**src/rtl/dsec_pkg.sv**
```systemverilog
// dsec_pkg: shared types, codes and the month table for the date string converter
// used by dsec_parser, dsec_queue, dsec_convert and date_string_to_epoch_seconds
// no dependencies
package dsec_pkg;

    // configuration register indexes
    localparam int CFG_IDX_W = 1;
    localparam logic [CFG_IDX_W-1:0] CFG_DEFAULT_YEAR = 1'd0;
    localparam logic [CFG_IDX_W-1:0] CFG_TZ_OFFSET    = 1'd1;

    localparam int CFG_DATA_W = 18;
    localparam int YEAR_W     = 7;
    localparam int TZ_W       = 18;

    // job queue between parser and converter
    localparam int QUEUE_DEPTH = 2;
    localparam int QPTR_W      = $clog2(QUEUE_DEPTH);

    // ascii codes of interest
    localparam logic [7:0] CH_ZERO = 8'h30;
    localparam logic [7:0] CH_NINE = 8'h39;
    localparam logic [7:0] CH_P    = 8'h70;
    localparam logic [7:0] CH_S    = 8'h73;

    // one converted string, as handed from the parser to the converter
    typedef struct packed {
        logic       fail;   // short string or non-digit in a required pair
        logic [6:0] mon;
        logic [6:0] day;
        logic [6:0] hr;
        logic [6:0] mn;
        logic [6:0] year;   // years since 1900, default applied
        logic       sfx_p;
        logic       sfx_s;
    } job_t;

    // days before the first of each month, february 28
    function automatic logic [8:0] cum_days(input logic [3:0] mon);
        logic [8:0] d;
        case (mon)
            4'd2:    d = 9'd31;
            4'd3:    d = 9'd59;
            4'd4:    d = 9'd90;
            4'd5:    d = 9'd120;
            4'd6:    d = 9'd151;
            4'd7:    d = 9'd181;
            4'd8:    d = 9'd212;
            4'd9:    d = 9'd243;
            4'd10:   d = 9'd273;
            4'd11:   d = 9'd304;
            4'd12:   d = 9'd334;
            default: d = 9'd0;
        endcase
        return d;
    endfunction

endpackage

```
**src/rtl/dsec_parser.sv**
```systemverilog
// dsec_parser: front end, takes one character a word and builds a job on the last one
// depends on dsec_pkg
module dsec_parser
    import dsec_pkg::*;
(
    input  logic              aclk,
    input  logic              aresetn,
    input  logic              in_fire,
    input  logic [7:0]        in_char,
    input  logic              in_last,
    input  logic [YEAR_W-1:0] default_year,
    output logic              job_push,
    output job_t              job
);

    typedef enum logic [7:0] {
        PH_MON       = 8'b0000_0001,
        PH_DAY       = 8'b0000_0010,
        PH_HOUR      = 8'b0000_0100,
        PH_MIN       = 8'b0000_1000,
        PH_YEAR      = 8'b0001_0000,
        PH_YEAR_DONE = 8'b0010_0000,
        PH_END_NOYR  = 8'b0100_0000,
        PH_END_YR    = 8'b1000_0000
    } phase_t;

    phase_t     phase_reg, phase_next;
    logic [3:0] pend_reg, pend_next;
    logic       have_reg, have_next;
    logic       failed_reg, failed_next;
    logic       sfx_p_reg, sfx_p_next;
    logic       sfx_s_reg, sfx_s_next;
    logic [6:0] vals_reg [5];
    logic [6:0] vals_next [5];

    logic       digit;
    logic [3:0] dv;
    logic [6:0] pair_val;
    logic       year_present;

    assign digit    = (in_char >= CH_ZERO) && (in_char <= CH_NINE);
    assign dv       = digit ? 4'(in_char - CH_ZERO) : 4'd0;
    assign pair_val = 7'(pend_reg) * 7'd10 + 7'(dv);

    // parse step for the current character
    always_comb begin
        phase_next  = phase_reg;
        pend_next   = pend_reg;
        have_next   = have_reg;
        failed_next = failed_reg;
        sfx_p_next  = sfx_p_reg;
        sfx_s_next  = sfx_s_reg;
        for (int k = 0; k < 5; k++) begin
            vals_next[k] = vals_reg[k];
        end
        unique case (phase_reg)
            PH_MON, PH_DAY, PH_HOUR, PH_MIN: begin
                if (!failed_reg) begin
                    if (!digit) begin
                        failed_next = 1'b1;
                    end else if (!have_reg) begin
                        pend_next = dv;
                        have_next = 1'b1;
                    end else begin
                        have_next = 1'b0;
                        unique case (phase_reg)
                            PH_MON: begin
                                vals_next[0] = pair_val;
                                phase_next   = PH_DAY;
                            end
                            PH_DAY: begin
                                vals_next[1] = pair_val;
                                phase_next   = PH_HOUR;
                            end
                            PH_HOUR: begin
                                vals_next[2] = pair_val;
                                phase_next   = PH_MIN;
                            end
                            default: begin
                                vals_next[3] = pair_val;
                                phase_next   = PH_YEAR;
                            end
                        endcase
                    end
                end
            end
            PH_YEAR: begin
                if (!have_reg) begin
                    if (digit) begin
                        pend_next = dv;
                        have_next = 1'b1;
                    end else begin
                        sfx_p_next = (in_char == CH_P);
                        sfx_s_next = (in_char == CH_S);
                        phase_next = PH_END_NOYR;
                    end
                end else begin
                    // a lone year digit is dropped for the default year, and the character after it is never p or s
                    if (digit) begin
                        vals_next[4] = pair_val;
                        phase_next   = PH_YEAR_DONE;
                    end else begin
                        phase_next = PH_END_NOYR;
                    end
                    have_next = 1'b0;
                end
            end
            PH_YEAR_DONE: begin
                sfx_p_next = (in_char == CH_P);
                sfx_s_next = (in_char == CH_S);
                phase_next = PH_END_YR;
            end
            default: begin
                // trailing bytes are ignored
            end
        endcase
    end

    // job for the converter, taken from the updated parse state
    assign year_present = (phase_next == PH_YEAR_DONE) || (phase_next == PH_END_YR);
    assign job_push     = in_fire && in_last;

    always_comb begin
        job.fail  = failed_next || (phase_next == PH_MON) || (phase_next == PH_DAY)
                    || (phase_next == PH_HOUR) || (phase_next == PH_MIN);
        job.mon   = vals_next[0];
        job.day   = vals_next[1];
        job.hr    = vals_next[2];
        job.mn    = vals_next[3];
        job.year  = year_present ? vals_next[4] : default_year;
        job.sfx_p = sfx_p_next;
        job.sfx_s = sfx_s_next;
    end

    // parse state, cleared after each string
    always_ff @(posedge aclk) begin
        if (!aresetn) begin
            phase_reg  <= PH_MON;
            pend_reg   <= 4'd0;
            have_reg   <= 1'b0;
            failed_reg <= 1'b0;
            sfx_p_reg  <= 1'b0;
            sfx_s_reg  <= 1'b0;
        end else if (in_fire) begin
            if (in_last) begin
                phase_reg  <= PH_MON;
                pend_reg   <= 4'd0;
                have_reg   <= 1'b0;
                failed_reg <= 1'b0;
                sfx_p_reg  <= 1'b0;
                sfx_s_reg  <= 1'b0;
            end else begin
                phase_reg  <= phase_next;
                pend_reg   <= pend_next;
                have_reg   <= have_next;
                failed_reg <= failed_next;
                sfx_p_reg  <= sfx_p_next;
                sfx_s_reg  <= sfx_s_next;
            end
        end
    end

    // pair values, only read once their phase has passed
    always_ff @(posedge aclk) begin
        if (in_fire) begin
            for (int k = 0; k < 5; k++) begin
                vals_reg[k] <= vals_next[k];
            end
        end
    end

endmodule

```
**src/rtl/dsec_queue.sv**
```systemverilog
// dsec_queue: short job queue between the parser and the converter
// depends on dsec_pkg
module dsec_queue
    import dsec_pkg::*;
(
    input  logic aclk,
    input  logic aresetn,
    input  logic push,
    input  job_t push_job,
    output logic full,
    input  logic pop,
    output logic empty,
    output job_t head
);

    job_t            mem_reg [QUEUE_DEPTH];
    logic [QPTR_W-1:0] wr_ptr_reg;
    logic [QPTR_W-1:0] rd_ptr_reg;
    logic [QPTR_W:0]   count_reg;

    logic do_push;
    logic do_pop;

    assign full    = (count_reg == (QPTR_W+1)'(QUEUE_DEPTH));
    assign empty   = (count_reg == '0);
    assign do_push = push && !full;
    assign do_pop  = pop && !empty;
    assign head    = mem_reg[rd_ptr_reg];

    // storage
    always_ff @(posedge aclk) begin
        if (do_push) begin
            mem_reg[wr_ptr_reg] <= push_job;
        end
    end

    // pointers and fill count
    always_ff @(posedge aclk) begin
        if (!aresetn) begin
            wr_ptr_reg <= '0;
            rd_ptr_reg <= '0;
            count_reg  <= '0;
        end else begin
            if (do_push) begin
                wr_ptr_reg <= (wr_ptr_reg == QPTR_W'(QUEUE_DEPTH-1)) ? '0 : wr_ptr_reg + 1'b1;
            end
            if (do_pop) begin
                rd_ptr_reg <= (rd_ptr_reg == QPTR_W'(QUEUE_DEPTH-1)) ? '0 : rd_ptr_reg + 1'b1;
            end
            if (do_push && !do_pop) begin
                count_reg <= count_reg + 1'b1;
            end else if (do_pop && !do_push) begin
                count_reg <= count_reg - 1'b1;
            end
        end
    end

endmodule

```
**src/rtl/dsec_convert.sv**
```systemverilog
// dsec_convert: back end, validates a job and turns it into seconds over a few steps
// depends on dsec_pkg
module dsec_convert
    import dsec_pkg::*;
(
    input  logic            aclk,
    input  logic            aresetn,
    input  logic            q_empty,
    input  job_t            q_head,
    output logic            q_pop,
    input  logic [TZ_W-1:0] tz_offset,
    output logic            m_tvalid,
    input  logic            m_tready,
    output logic [31:0]     m_tdata,
    output logic            m_tuser
);

    typedef enum logic [4:0] {
        CV_IDLE  = 5'b00001,
        CV_CHECK = 5'b00010,
        CV_HOURS = 5'b00100,
        CV_MINS  = 5'b01000,
        CV_SECS  = 5'b10000
    } cv_state_t;

    cv_state_t   state_reg, state_next;
    job_t        job_reg;
    logic        bad_reg;
    logic        sfx_s_reg;
    logic [15:0] days_reg;
    logic [4:0]  hr_reg;
    logic [5:0]  mn_reg;
    logic [19:0] hacc_reg;
    logic [25:0] macc_reg;
    logic        out_valid_reg;
    logic [31:0] out_data_reg;
    logic        out_bad_reg;

    logic        hr24;
    logic [6:0]  hr_a;
    logic [6:0]  hr_f;
    logic [5:0]  day_a;
    logic        ok;
    logic [15:0] yr_days;
    logic        leap_add;
    logic [15:0] days_sum;
    logic [31:0] tz_add;
    logic [31:0] secs;
    logic        out_load;

    // field checks and day count
    always_comb begin
        hr24 = (job_reg.hr == 7'd24);
        hr_a = hr24 ? 7'd0 : job_reg.hr;
        hr_f = hr_a + (job_reg.sfx_p ? 7'd12 : 7'd0);
        day_a = job_reg.day[5:0] + 6'(hr24);
        ok = !job_reg.fail
             && (job_reg.mon >= 7'd1) && (job_reg.mon <= 7'd12)
             && (job_reg.day >= 7'd1) && (job_reg.day <= 7'd31)
             && (job_reg.mn <= 7'd59) && (hr_f <= 7'd23);
        // whole years from 1970, leap years every fourth
        if (job_reg.year > 7'd70) begin
            yr_days = 16'(job_reg.year - 7'd70) * 16'd365
                      + 16'((job_reg.year - 7'd69) >> 2);
        end else begin
            yr_days = 16'd0;
        end
        leap_add = (job_reg.year[1:0] == 2'd0) && (job_reg.mon >= 7'd3);
        days_sum = yr_days + 16'(cum_days(job_reg.mon[3:0])) + 16'(leap_add)
                   + 16'(day_a) - 16'd1;
    end

    assign tz_add   = sfx_s_reg ? 32'd0 : {{(32-TZ_W){tz_offset[TZ_W-1]}}, tz_offset};
    assign secs     = 32'(macc_reg) * 32'd60 + tz_add;
    assign out_load = (state_reg == CV_SECS) && (!out_valid_reg || m_tready);
    assign q_pop    = (state_reg == CV_IDLE) && !q_empty;

    // sequencer
    always_comb begin
        state_next = state_reg;
        unique case (state_reg)
            CV_IDLE:  if (!q_empty) state_next = CV_CHECK;
            CV_CHECK: state_next = CV_HOURS;
            CV_HOURS: state_next = CV_MINS;
            CV_MINS:  state_next = CV_SECS;
            CV_SECS:  if (out_load) state_next = CV_IDLE;
            default:  state_next = CV_IDLE;
        endcase
    end

    always_ff @(posedge aclk) begin
        if (!aresetn) begin
            state_reg <= CV_IDLE;
        end else begin
            state_reg <= state_next;
        end
    end

    // datapath steps: days, hours, minutes
    always_ff @(posedge aclk) begin
        if (q_pop) begin
            job_reg <= q_head;
        end
        if (state_reg == CV_CHECK) begin
            bad_reg   <= !ok;
            sfx_s_reg <= job_reg.sfx_s;
            days_reg  <= days_sum;
            hr_reg    <= hr_f[4:0];
            mn_reg    <= job_reg.mn[5:0];
        end
        if (state_reg == CV_HOURS) begin
            hacc_reg <= 20'(days_reg) * 20'd24 + 20'(hr_reg);
        end
        if (state_reg == CV_MINS) begin
            macc_reg <= 26'(hacc_reg) * 26'd60 + 26'(mn_reg);
        end
    end

    // output register
    always_ff @(posedge aclk) begin
        if (!aresetn) begin
            out_valid_reg <= 1'b0;
        end else if (out_load) begin
            out_valid_reg <= 1'b1;
        end else if (m_tready) begin
            out_valid_reg <= 1'b0;
        end
    end

    always_ff @(posedge aclk) begin
        if (out_load) begin
            out_data_reg <= bad_reg ? 32'd0 : secs;
            out_bad_reg  <= bad_reg;
        end
    end

    assign m_tvalid = out_valid_reg;
    assign m_tdata  = out_data_reg;
    assign m_tuser  = out_bad_reg;

endmodule

```
**src/rtl/date_string_to_epoch_seconds.sv**
```systemverilog
// date_string_to_epoch_seconds: top level, date string to seconds since 1970
// depends on dsec_pkg, dsec_parser, dsec_queue, dsec_convert
//
// A string MMDDhhmm[YY][p|s] enters one character a word on the slave side,
// tlast on its final character, and one word leaves on the master side for
// each string: tuser is the bad flag and tdata the seconds since 1970
// (zero when bad). Characters are taken at one a cycle while the two-entry
// job queue has room; each finished string then passes the converter steps
// (take the job, check and count days, then the hour, minute and second
// multiply steps, the last held until the result is taken). default_year
// (index 0) and timezone_offset (index 1) go through cfg_we/cfg_index/cfg_wdata;
// the user writes them only while no string is in flight; the block does not enforce it.
module date_string_to_epoch_seconds
    import dsec_pkg::*;
(
    input  logic                 aclk,
    input  logic                 aresetn,
    // configuration writes
    input  logic                 cfg_we,
    input  logic [CFG_IDX_W-1:0] cfg_index,
    input  logic [CFG_DATA_W-1:0] cfg_wdata,
    // character stream
    input  logic                 s_tvalid,
    output logic                 s_tready,
    input  logic [7:0]           s_tdata,   // [7:0] character
    input  logic                 s_tlast,   // last
    // result stream
    output logic                 m_tvalid,
    input  logic                 m_tready,
    output logic [31:0]          m_tdata,   // [31:0] seconds
    output logic                 m_tuser    // [0] bad
);

    logic [YEAR_W-1:0] default_year_reg;
    logic [TZ_W-1:0]   tz_offset_reg;
    logic              in_fire;
    logic              job_push;
    job_t              job;
    logic              q_full;
    logic              q_empty;
    logic              q_pop;
    job_t              q_head;

    // configuration registers
    always_ff @(posedge aclk) begin
        if (!aresetn) begin
            default_year_reg <= 7'd70;
            tz_offset_reg    <= '0;
        end else if (cfg_we) begin
            case (cfg_index)
                CFG_DEFAULT_YEAR: default_year_reg <= cfg_wdata[YEAR_W-1:0];
                CFG_TZ_OFFSET:    tz_offset_reg    <= cfg_wdata[TZ_W-1:0];
                default: ;
            endcase
        end
    end

    // front end takes characters while the queue has room
    assign s_tready = !q_full;
    assign in_fire  = s_tvalid && s_tready;

    dsec_parser u_parser (
        .aclk         (aclk),
        .aresetn      (aresetn),
        .in_fire      (in_fire),
        .in_char      (s_tdata),
        .in_last      (s_tlast),
        .default_year (default_year_reg),
        .job_push     (job_push),
        .job          (job)
    );

    dsec_queue u_queue (
        .aclk     (aclk),
        .aresetn  (aresetn),
        .push     (job_push),
        .push_job (job),
        .full     (q_full),
        .pop      (q_pop),
        .empty    (q_empty),
        .head     (q_head)
    );

    dsec_convert u_convert (
        .aclk      (aclk),
        .aresetn   (aresetn),
        .q_empty   (q_empty),
        .q_head    (q_head),
        .q_pop     (q_pop),
        .tz_offset (tz_offset_reg),
        .m_tvalid  (m_tvalid),
        .m_tready  (m_tready),
        .m_tdata   (m_tdata),
        .m_tuser   (m_tuser)
    );

endmodule
```
**config.mk**
```make
export PLATFORM = sky130hd
export DESIGN_NAME = date_string_to_epoch_seconds
export DESIGN_NICKNAME = d
export VERILOG_FILES = /design/src/rtl/dsec_pkg.sv /design/src/rtl/dsec_parser.sv /design/src/rtl/dsec_queue.sv /design/src/rtl/dsec_convert.sv /design/src/rtl/date_string_to_epoch_seconds.sv
export SDC_FILE = /design/constraint.sdc
export NUM_CORES = 1
export LEC_CHECK = 0
export BUFFER_PORTS_ARGS = -buffer_cell sky130_fd_sc_hd__buf_2
export CAP_MARGIN = 40
export CORE_ASPECT_RATIO = 1.5
export CORE_UTILIZATION = 55
export DETAILED_ROUTE_END_ITERATION = 7
export GPL_TIMING_DRIVEN = 0
export PLACE_DENSITY = 0.76
export RECOVER_POWER = 50
export SYNTH_ARGS = -nofsm -noshare
export SYNTH_HDL_FRONTEND = slang
export SYNTH_SLANG_ARGS = --single-unit
```
**constraint.sdc**
```tcl
create_clock -name aclk -period 7.9 [get_ports aclk]
set_input_delay 0 -clock aclk [delete_from_list [all_inputs] [get_ports aclk]]
set_output_delay 0 -clock aclk [all_outputs]
set_load 0.005 [all_outputs]
```
==> results.json, run 1 <==
{
  "status": "complete, but fails checks",
  "die_h_um": 250,
  "grt.total_usage_pct": 22.2,
  "criticalPathCategory": "reg -> reg",
  "die-area_sq_mm": 0.0420,
  "vias": 15900,
  "synthArstFlopShare_pct": 0,
  "initial_core_util_pct": 56.0,
  "worst_hold_path.endpoint": "u_parser.failed_reg",
  "grt_overflow": 0,
  "synth-edff-count": 257,
  "die_w_um": 168,
  "wl_per_cell_um": 16.3,
  "worstSetupStartpointType": "flop",
  "syn_nets": 2466,
  "worstHoldPathType": "in -> reg",
  "worst_pin_slew_ns": 2.25,
  "r2r-start": "u_convert.job_reg[5]",
  "drt_first_pass_iters": 7,
  "pin_count": 68,
  "ff2ff_setup_slack_ns": 0.48,
  "fmaxAchievable_ghz": 0.135,
  "netlist_instances": 2091,
  "num_antenna_cells": 0,
  "rr_endpoint": "u_convert.days_reg[15]",
  "whs_path_depth": 6,
  "slew_headroom_pct": -49.9,
  "fillers": 3121,
  "syn2layout_area_growth_pct": 11.6,
  "htree_num_levels": 1,
  "final_common_cell": "edfxtp_1",
  "core-area_sq_mm": 0.0404,
  "slowest_delay_ns": 0.53,
  "min_from": "s_tdata[7]",
  "failed_checks": "capacitance limit, slew limit",
  "drv_cap": 3,
  "drive_above_1_share_pct": 8.79,
  "slew_violations": 103,
  "drt_iter0_markers": 630,
  "numCtsBuffers": 31,
  "skew_ns": 0.0314,
  "insertion_delay_ns": 0.60,
  "port_buffers": 67,
  "synth-main-ff-cell": "edfxtp_1",
  "gp_congestion": 0.900,
  "root_buffer": "clkbuf_16",
  "grt_pass1_wl_um": 76000,
  "setup_viol": 0,
  "final_cell_mix": "edfxtp_1 (257), ha_1 (208), inv_1 (184), nand2_1 (165), fa_1 (134)",
  "fin_tns_setup_ns": 0,
  "hold_violations": 0,
  "synth_warnings": 0,
  "antenna_found_initial": 0,
  "rows": 90,
  "largest_reg_flops": 76,
  "crit_path_top_delay_cell": "fa_1",
  "viasPerCell": 5.73,
  "hpwl_um": 35100,
  "grt_pass1_vias": 16500,
  "clk_pin_slew_ns": 0.06,
  "finalCritPeriodShare_pct": 94.0,
  "drc_errors": 0,
  "arrival_ns": 7.73,
  "timing.critical_path.mode_cell": "ha_1",
  "synth_area_sq_mm": 0.0226,
  "ff2ff_path_depth": 29,
  "synth.avg_cell_area_sq_um": 10.8,
  "crit_required_ns": 8.21,
  "ys_ff_latch": 308,
  "ys_seq_area_share_pct": 38.6,
  "clockBufferDepth": 3,
  "crit_path_end_kind": "flop",
  "synth.distinct_cells": 74,
  "layout_min_cycle_time_ns": 7.42,
  "clock_sinks": 308,
  "ant_nets": 0,
  "wirelength_um": 45500,
  "nNetsFinal": 2627,
  "cts_tree": "built",
  "cp_max_fo": 8,
  "grt_max_degree": 39
}
[synthesized netlist by cell type, types with 7 or more instances]
master    number  share of area [%]
o21ai_0       73                1.6
a31oi_1       15               0.41
nand2b_1      24               0.66
nand4_1       18               0.50
a21boi_0      34                1.1
nand3_1       44               0.97
nor3_1        44               0.97
mux2i_1        7               0.31
or2_2         13               0.36
nor3b_1        8               0.27
o21a_1        20               0.66
and2_1        17               0.47
a21o_1        38                1.3
dfxtp_1       51                4.5
a21oi_1      112                2.5
a211oi_1      14               0.46
or3_1         16               0.44
o211ai_1      14               0.46
inv_1        184                3.1
and3_1        13               0.36
nand3b_1       9               0.30
a211o_1        8               0.31
ha_1         208                 12
a311oi_1       9               0.35
fa_1         134                 12
nand2_1      165                2.7
nor4_1        12               0.33
mux2_2        72                3.6
xnor2_1       96                3.7
edfxtp_1     257                 34
xor2_1        47                1.8
nor2b_1       45                1.2
o31ai_1        7               0.23
clkbuf_1      36               0.60
nor2_1       128                2.1
o21bai_1      18               0.60
[worst max-delay path: cells and delay by family, from the launching register on]
family,cells,cell delay [ns]
compound gates,7,1.15
fa+ha+maj,9,3.46
simple gates,5,1.24
xor+xnor,2,0.48
flops,1,0.36
buf+inv,6,0.44
[routing by layer]
metal  share of wire [%]  vias to the layer above  global-route usage [%]
met5                   0                        -                       0
met4                 3.7                        0                    9.10
met3                 3.7                      113                    3.05
met2                  56                      303                    44.6
met1                  37                     7733                    22.2
li1                    -                     7784                       -
[logic make-up (layout without fill, tap and decap cells)]
| family | count (synthesis) | after routing | synth area share [%] |
|---|---|---|---|
| AOI/OAI and AO/OA | 409 | 409 | 11.8 |
| and+or+nand+nor | 584 | 584 | 12.8 |
| muxes | 79 | 79 | 3.89 |
| buffers and inverters | 223 | 407 | 3.71 |
| adders and majority gates | 342 | 342 | 23.4 |
| xor gates and xnor gates | 146 | 146 | 5.83 |
| DFF | 308 | 308 | 38.6 |
[worst max path at each step]
stage / from / to / slack (ns) / depth (start not counted)
3_5_place_dp: u_convert.job_reg[5] / u_convert.days_reg[15] / 0.31 / 29
4_1_cts: u_convert.job_reg[5] / u_convert.days_reg[15] / 0.27 / 29
3_3_place_gp: u_convert.job_reg[5] / u_convert.days_reg[15] / -0.32 / 26
5_1_grt: u_convert.job_reg[5] / u_convert.days_reg[15] / -0.003 / 29
2_1_floorplan: u_convert.job_reg[5] / u_convert.days_reg[15] / 0.60 / 26
6_report: u_convert.job_reg[5] / u_convert.days_reg[15] / 0.48 / 29
[final cells by class]
cell class	instances	area [sq um]	area share [%]
plain buffers	39	149	0.590
clock buffers	34	787	3.12
clock inverters	22	289	1.14
inverters	184	691	2.73
multi-input cells	1560	13100	51.8
flip-flops and latches	308	8740	34.6
well taps	506	633	2.51
repair buffers	128	883	3.50
[per-stage QoR]
step	utilization, %	instances	setup WS (ns)	cell area (sq um)	hold WS, ns
finish	62.5	2781	0.477	25300	0.0677
floorplan	-	2091	0.604	22600	0.124
global route	62.5	2781	-0.00273	25300	0.127
global placement	58.4	2664	-0.319	23600	0.239
CTS	62.6	2778	0.268	25300	0.0448
detailed placement	58.8	2677	0.307	23800	0.246
[timing repair]
item / CTS / global route
buffers inserted: 0 / 2
hold buffers: 45 / 0
hold endpoints to repair: 58 / 0
resized for setup: 0 / 3
endpoints found under the setup margin: 0 / 1
Power of run 1 is left out: the tool's default activity adds up to more than one toggle a clock period on the data nets, which glitch-free logic cannot reach.
==> run 2, diff against run 1 <==
Settings changed: ABC_AREA set to 1, PLACE_DENSITY 0.76 to 0.75, REMOVE_ABC_BUFFERS set to 1.
==> results.json, run 2 <==
{
  "netlist_instances": 2822,
  "synthAdderAreaFrac_pct": 22.0,
  "grt_overflow": 0,
  "die_w_um": 173,
  "rr_endpoint": "u_convert.days_reg[15]",
  "clockBufferDepth": 3,
  "rsz0062_at_grt": "false",
  "hold_violations": 0,
  "layout_min_cycle_time_ns": 7.29,
  "grt_max_degree": 42,
  "clock_sinks": 308,
  "min_from": "s_tvalid",
  "cp_num_cells": 35,
  "failed_checks": "capacitance limit, slew limit",
  "pin_count": 68,
  "synth_area_leader_cell": "edfxtp_1",
  "slowest_delay_ns": 0.53,
  "final_cell_mix": "nand2_1 (685), inv_1 (427), edfxtp_1 (257), nor2_1 (215), ha_1 (208)",
  "yosysMostFrequentCell": "nand2_1",
  "worstSetupStartpointType": "flop",
  "wirelength_um": 57000,
  "grt.total_usage_pct": 26.0,
  "drt_iter0_markers": 1029,
  "slew_headroom_pct": -25.3,
  "place_ws_ns": 0.488,
  "initial_core_util_pct": 55.9,
  "insertion_delay_ns": 0.58,
  "worst_pin_slew_ns": 1.88,
  "slew_violations": 112,
  "ant_nets": 0,
  "synth-main-ff-cell": "edfxtp_1",
  "setup_slack_ns": 0.612,
  "ff2ff_setup_slack_ns": 0.61,
  "fmaxAchievable_ghz": 0.137,
  "ys_ff_latch": 308,
  "synthDominantCellAreaShare_pct": 32.2,
  "grt_pass1_wl_um": 93800,
  "gp_congestion": 0.916,
  "drv_cap": 4,
  "die_h_um": 258,
  "ff2ff_path_depth": 35,
  "htree_num_levels": 1,
  "cpLargestDelayFamily": "adder cells",
  "num_antenna_cells": 0,
  "port_buffers": 67,
  "crit_path_end_kind": "flop",
  "crit_required_ns": 8.22,
  "syn2layout_area_growth_pct": 10.3,
  "synth.avg_cell_area_sq_um": 8.50,
  "yosys-top-cells-area": "edfxtp_1 (32%), fa_1 (11%), ha_1 (11%)",
  "fin_tns_setup_ns": 0,
  "numCtsBuffers": 30,
  "skew_ns": 0.0199,
  "status": "complete, but fails checks",
  "viasPerCell": 5.46,
  "wl_per_cell_um": 16.1,
  "drc_errors": 0,
  "r2r-start": "u_convert.job_reg[5]",
  "synth_warnings": 0,
  "vias": 19300,
  "setup_viol": 0,
  "timing.critical_path.mode_cell": "inv_1",
  "rows": 93,
  "synth_area_sq_mm": 0.0240,
  "hpwl_um": 45700,
  "worst_hold_path.endpoint": "u_parser.phase_reg[6]",
  "die-area_sq_mm": 0.0445,
  "synthTopCellsByCount": "nand2_1 (684), inv_1 (427), edfxtp_1 (257)",
  "synth_mux_area_share_pct": 0.0887,
  "synth_top_family_by_area": "adder cells",
  "cp_max_fo": 6,
  "post_cts_buffers": 0,
  "arrival_ns": 7.61,
  "nNetsFinal": 3316,
  "synth.distinct_cells": 48,
  "synth-edff-count": 257,
  "synth_xor_xnor_area_share_pct": 3.71,
  "clk_pin_slew_ns": 0.07,
  "finalCritPeriodShare_pct": 92.2,
  "cts_tree": "built",
  "root_buffer": "clkbuf_16",
  "antenna_found_initial": 0,
  "core-area_sq_mm": 0.0429,
  "worstHoldPathType": "in -> reg",
  "largest_reg_flops": 76,
  "whs_path_depth": 4,
  "drt_first_pass_iters": 5,
  "drive_above_1_share_pct": 5.16,
  "criticalPathCategory": "reg -> reg",
  "final_common_cell": "nand2_1",
  "synthArstFlopShare_pct": 0,
  "path_buf_inv": 10,
  "crit_path_top_delay_cell": "fa_1",
  "synth_compound_area_share_pct": 9.72,
  "synth-simple-area-share_pct": 20.7,
  "grt_pass1_vias": 19800,
  "ys_seq_area_share_pct": 36.4
}
[run 2: layout make-up]
type                       instances  area, sq um
clock buffer                      39          827
tap                              570          713
fill                            3643        16500
clock inverter                    17          216
timing repair buffer             121          836
multi-input combinational       2047        13500
sequential                       308         8740
inverter                         433         1630
[run 2: worst max path at each step]
| stage | from | endpoint | slack (ns) |
|---|---|---|---|
| after floorplan | u_convert.job_reg[5] | u_convert.days_reg[15] | 1.29 |
| after global placement | u_convert.job_reg[5] | u_convert.days_reg[15] | 0.61 |
| after detailed placement | u_convert.job_reg[5] | u_convert.days_reg[15] | 0.49 |
| after CTS | u_convert.job_reg[5] | u_convert.days_reg[15] | 0.46 |
| after global routing | u_convert.job_reg[5] | u_convert.days_reg[14] | 0.11 |
| final | u_convert.job_reg[5] | u_convert.days_reg[15] | 0.61 |
[run 2: per-layer routing]
| layer | up-vias | GRT usage [%] | share of wire (%) |
|---|---|---|---|
| li1 | 9567 | - | - |
| met1 | 9142 | 26.4 | 36 |
| met2 | 425 | 52.5 | 56 |
| met3 | 150 | 2.11 | 3.3 |
| met4 | 0 | 12.6 | 4.7 |
| met5 | - | 0 | 0 |
[run 2: worst min-delay path, delay by kind of cell]
| family | cells | cell delay (ns) |
|---|---|---|
| simple gates | 2 | 0.43 |
| compound gates | 1 | 0.05 |
| buf+inv | 1 | 0.08 |
[run 2: cell families after synthesis]
group                    after synthesis
buffers and inverters                467
adder cells (fa/ha/maj)              342
flip-flops                           308
AND/OR/NAND/NOR                     1171
AO/OA/AOI/OAI                        433
multiplexers                           2
XOR/XNOR                              99
[run 2: stage by stage]
stage / utilization, % / std cells / area (sq um) / hold WS [ns]
2_1_floorplan: - / 2788 / 23800 / 0.0841
3_5_place_dp: 58.7 / 3439 / 25200 / 0.264
5_1_grt: 61.6 / 3535 / 26400 / 0.0463
3_3_place_gp: 58.0 / 3425 / 24900 / 0.257
6_report: 61.6 / 3535 / 26400 / 0.0429
4_1_cts: 62.0 / 3535 / 26600 / 0.00388
[run 2: timing repair]
action                                 4_1_cts  5_1_grt
setup endpoints to repair                    0        2
gates resized for setup                      0        1
hold buffers                                40        0
endpoints found under the hold margin       44        0
Power of run 2 is left out for the same reason.
==> run 3, diff against run 2 <==
Settings changed: PLACE_DENSITY 0.75 to 0.73.
Clock period 7.9 ns to 9.2 ns, I/O delays scaled along.
==> results.json, run 3 (synthesis results as in run 2) <==
{
  "clk_pin_slew_ns": 0.06,
  "nNetsFinal": 3316,
  "root_buffer": "clkbuf_16",
  "wirelength_um": 56200,
  "drt_iter0_markers": 961,
  "hold_violations": 0,
  "criticalPathCategory": "reg -> reg",
  "gp_congestion": 0.920,
  "grt.total_usage_pct": 25.8,
  "gr-usage-met2_pct": 51.9,
  "slew_violations": 108,
  "grtUsageMet1_pct": 27.0,
  "fmaxAchievable_ghz": 0.136,
  "grt_pass1_wl_um": 92900,
  "slew_headroom_pct": -20.1,
  "clockBufferDepth": 3,
  "placed_cell_area_sq_mm": 0.0251,
  "drt_first_pass_iters": 5,
  "use_met3_pct": 1.74,
  "antenna_found_initial": 0,
  "die-area_sq_mm": 0.0445,
  "finish.utilization_pct": 61.5,
  "viasPerCell": 5.36,
  "fin_area_sq_mm": 0.0264,
  "numCtsBuffers": 31,
  "setup_viol": 0,
  "crit_path_top_delay_cell": "fa_1",
  "rows": 93,
  "core-area_sq_mm": 0.0429,
  "die_h_um": 258,
  "worstSetupStartpointType": "flop",
  "cts_tree": "built",
  "final_cell_mix": "nand2_1 (685), inv_1 (427), edfxtp_1 (257), nor2_1 (216), ha_1 (208)",
  "ctsResizeCount": 0,
  "arrival_ns": 7.67,
  "drc_errors": 0,
  "vias": 18900,
  "skew_ns": 0.0121,
  "worst_pin_slew_ns": 1.80,
  "drive_above_1_share_pct": 5.26,
  "timing.critical_path.mode_cell": "inv_1",
  "hpwl_um": 45600,
  "largest_reg_flops": 76,
  "initial_core_util_pct": 55.9,
  "final_common_cell": "nand2_1",
  "worstHoldPathType": "in -> reg",
  "syn2layout_area_growth_pct": 10.2,
  "failed_checks": "capacitance limit, slew limit",
  "drv_cap": 3,
  "grt_pass1_vias": 19300,
  "rsz0062_at_grt": "false",
  "slowest_delay_ns": 0.53,
  "grt_max_degree": 42,
  "grt-busiest-layer": "met2",
  "pin_count": 68,
  "layout_min_cycle_time_ns": 7.34,
  "wl_per_cell_um": 15.9,
  "insertion_delay_ns": 0.57,
  "cp_max_fo": 6,
  "timing.hold.ws_ns": 0.0343,
  "crit_path_end_kind": "flop",
  "die_w_um": 173,
  "clock_sinks": 308,
  "finalCritPeriodShare_pct": 79.8,
  "crit_required_ns": 9.53,
  "ant_nets": 0,
  "port_buffers": 67,
  "grt_overflow": 0,
  "htree_num_levels": 1,
  "fin_tns_setup_ns": 0,
  "status": "complete, but fails checks",
  "num_antenna_cells": 0
}
## run 3: final cells by class
cell class / count / area (sq um)
fillers: 3764 / 16500
multi-input cells: 2047 / 13500
flip-flops and latches: 308 / 8740
inverters: 433 / 1630
repair buffers: 120 / 833
clock buffers: 38 / 812
well taps: 570 / 713
clock inverters: 19 / 206
## run 3: critical path, delay by kind of cell (launching register included)
| kind | cells | cell delay, ns |
|---|---|---|
| adder cells (fa/ha/maj) | 9 | 3.48 |
| flip-flops | 1 | 0.45 |
| AO/OA/AOI/OAI | 6 | 1.16 |
| buffers and inverters | 10 | 0.68 |
| AND/OR/NAND/NOR | 10 | 1.30 |
## run 3: what timing repair did
| item | in CTS | in global routing |
|---|---|---|
| hold buffers | 40 | 0 |
| buffers inserted | 0 | 0 |
| endpoints found under the hold margin | 44 | 0 |
## run 3: metrics by stage
step / cells / worst slack [ns]
after floorplan: 2788 / 2.59
after global placement: 3425 / 1.91
after detailed placement: 3438 / 1.84
after CTS: 3535 / 1.84
after global routing: 3535 / 1.13
final: 3535 / 1.86
## run 3: layer usage
| layer | wire length, um | vias up | share of wire, % |
|---|---|---|---|
| li1 | - | 9568 | - |
| met1 | 20800 | 8888 | 37 |
| met2 | 31400 | 353 | 56 |
| met3 | 1420 | 123 | 2.5 |
| met4 | 2480 | 0 | 4.4 |
| met5 | 0 | - | 0 |
## run 3: worst paths after layout
kind / to / cells past startpoint / start / slack, ns
min reg2reg: u_convert.hacc_reg[0] / 0 / u_convert.hr_reg[0] / 0.42
max reg2reg: u_convert.days_reg[15] / 35 / u_convert.job_reg[5] / 1.86
max: u_convert.days_reg[15] / 35 / u_convert.job_reg[5] / 1.86
min: u_parser.have_reg / 3 / aresetn / 0.03
Power of run 3 is left out for the same reason.
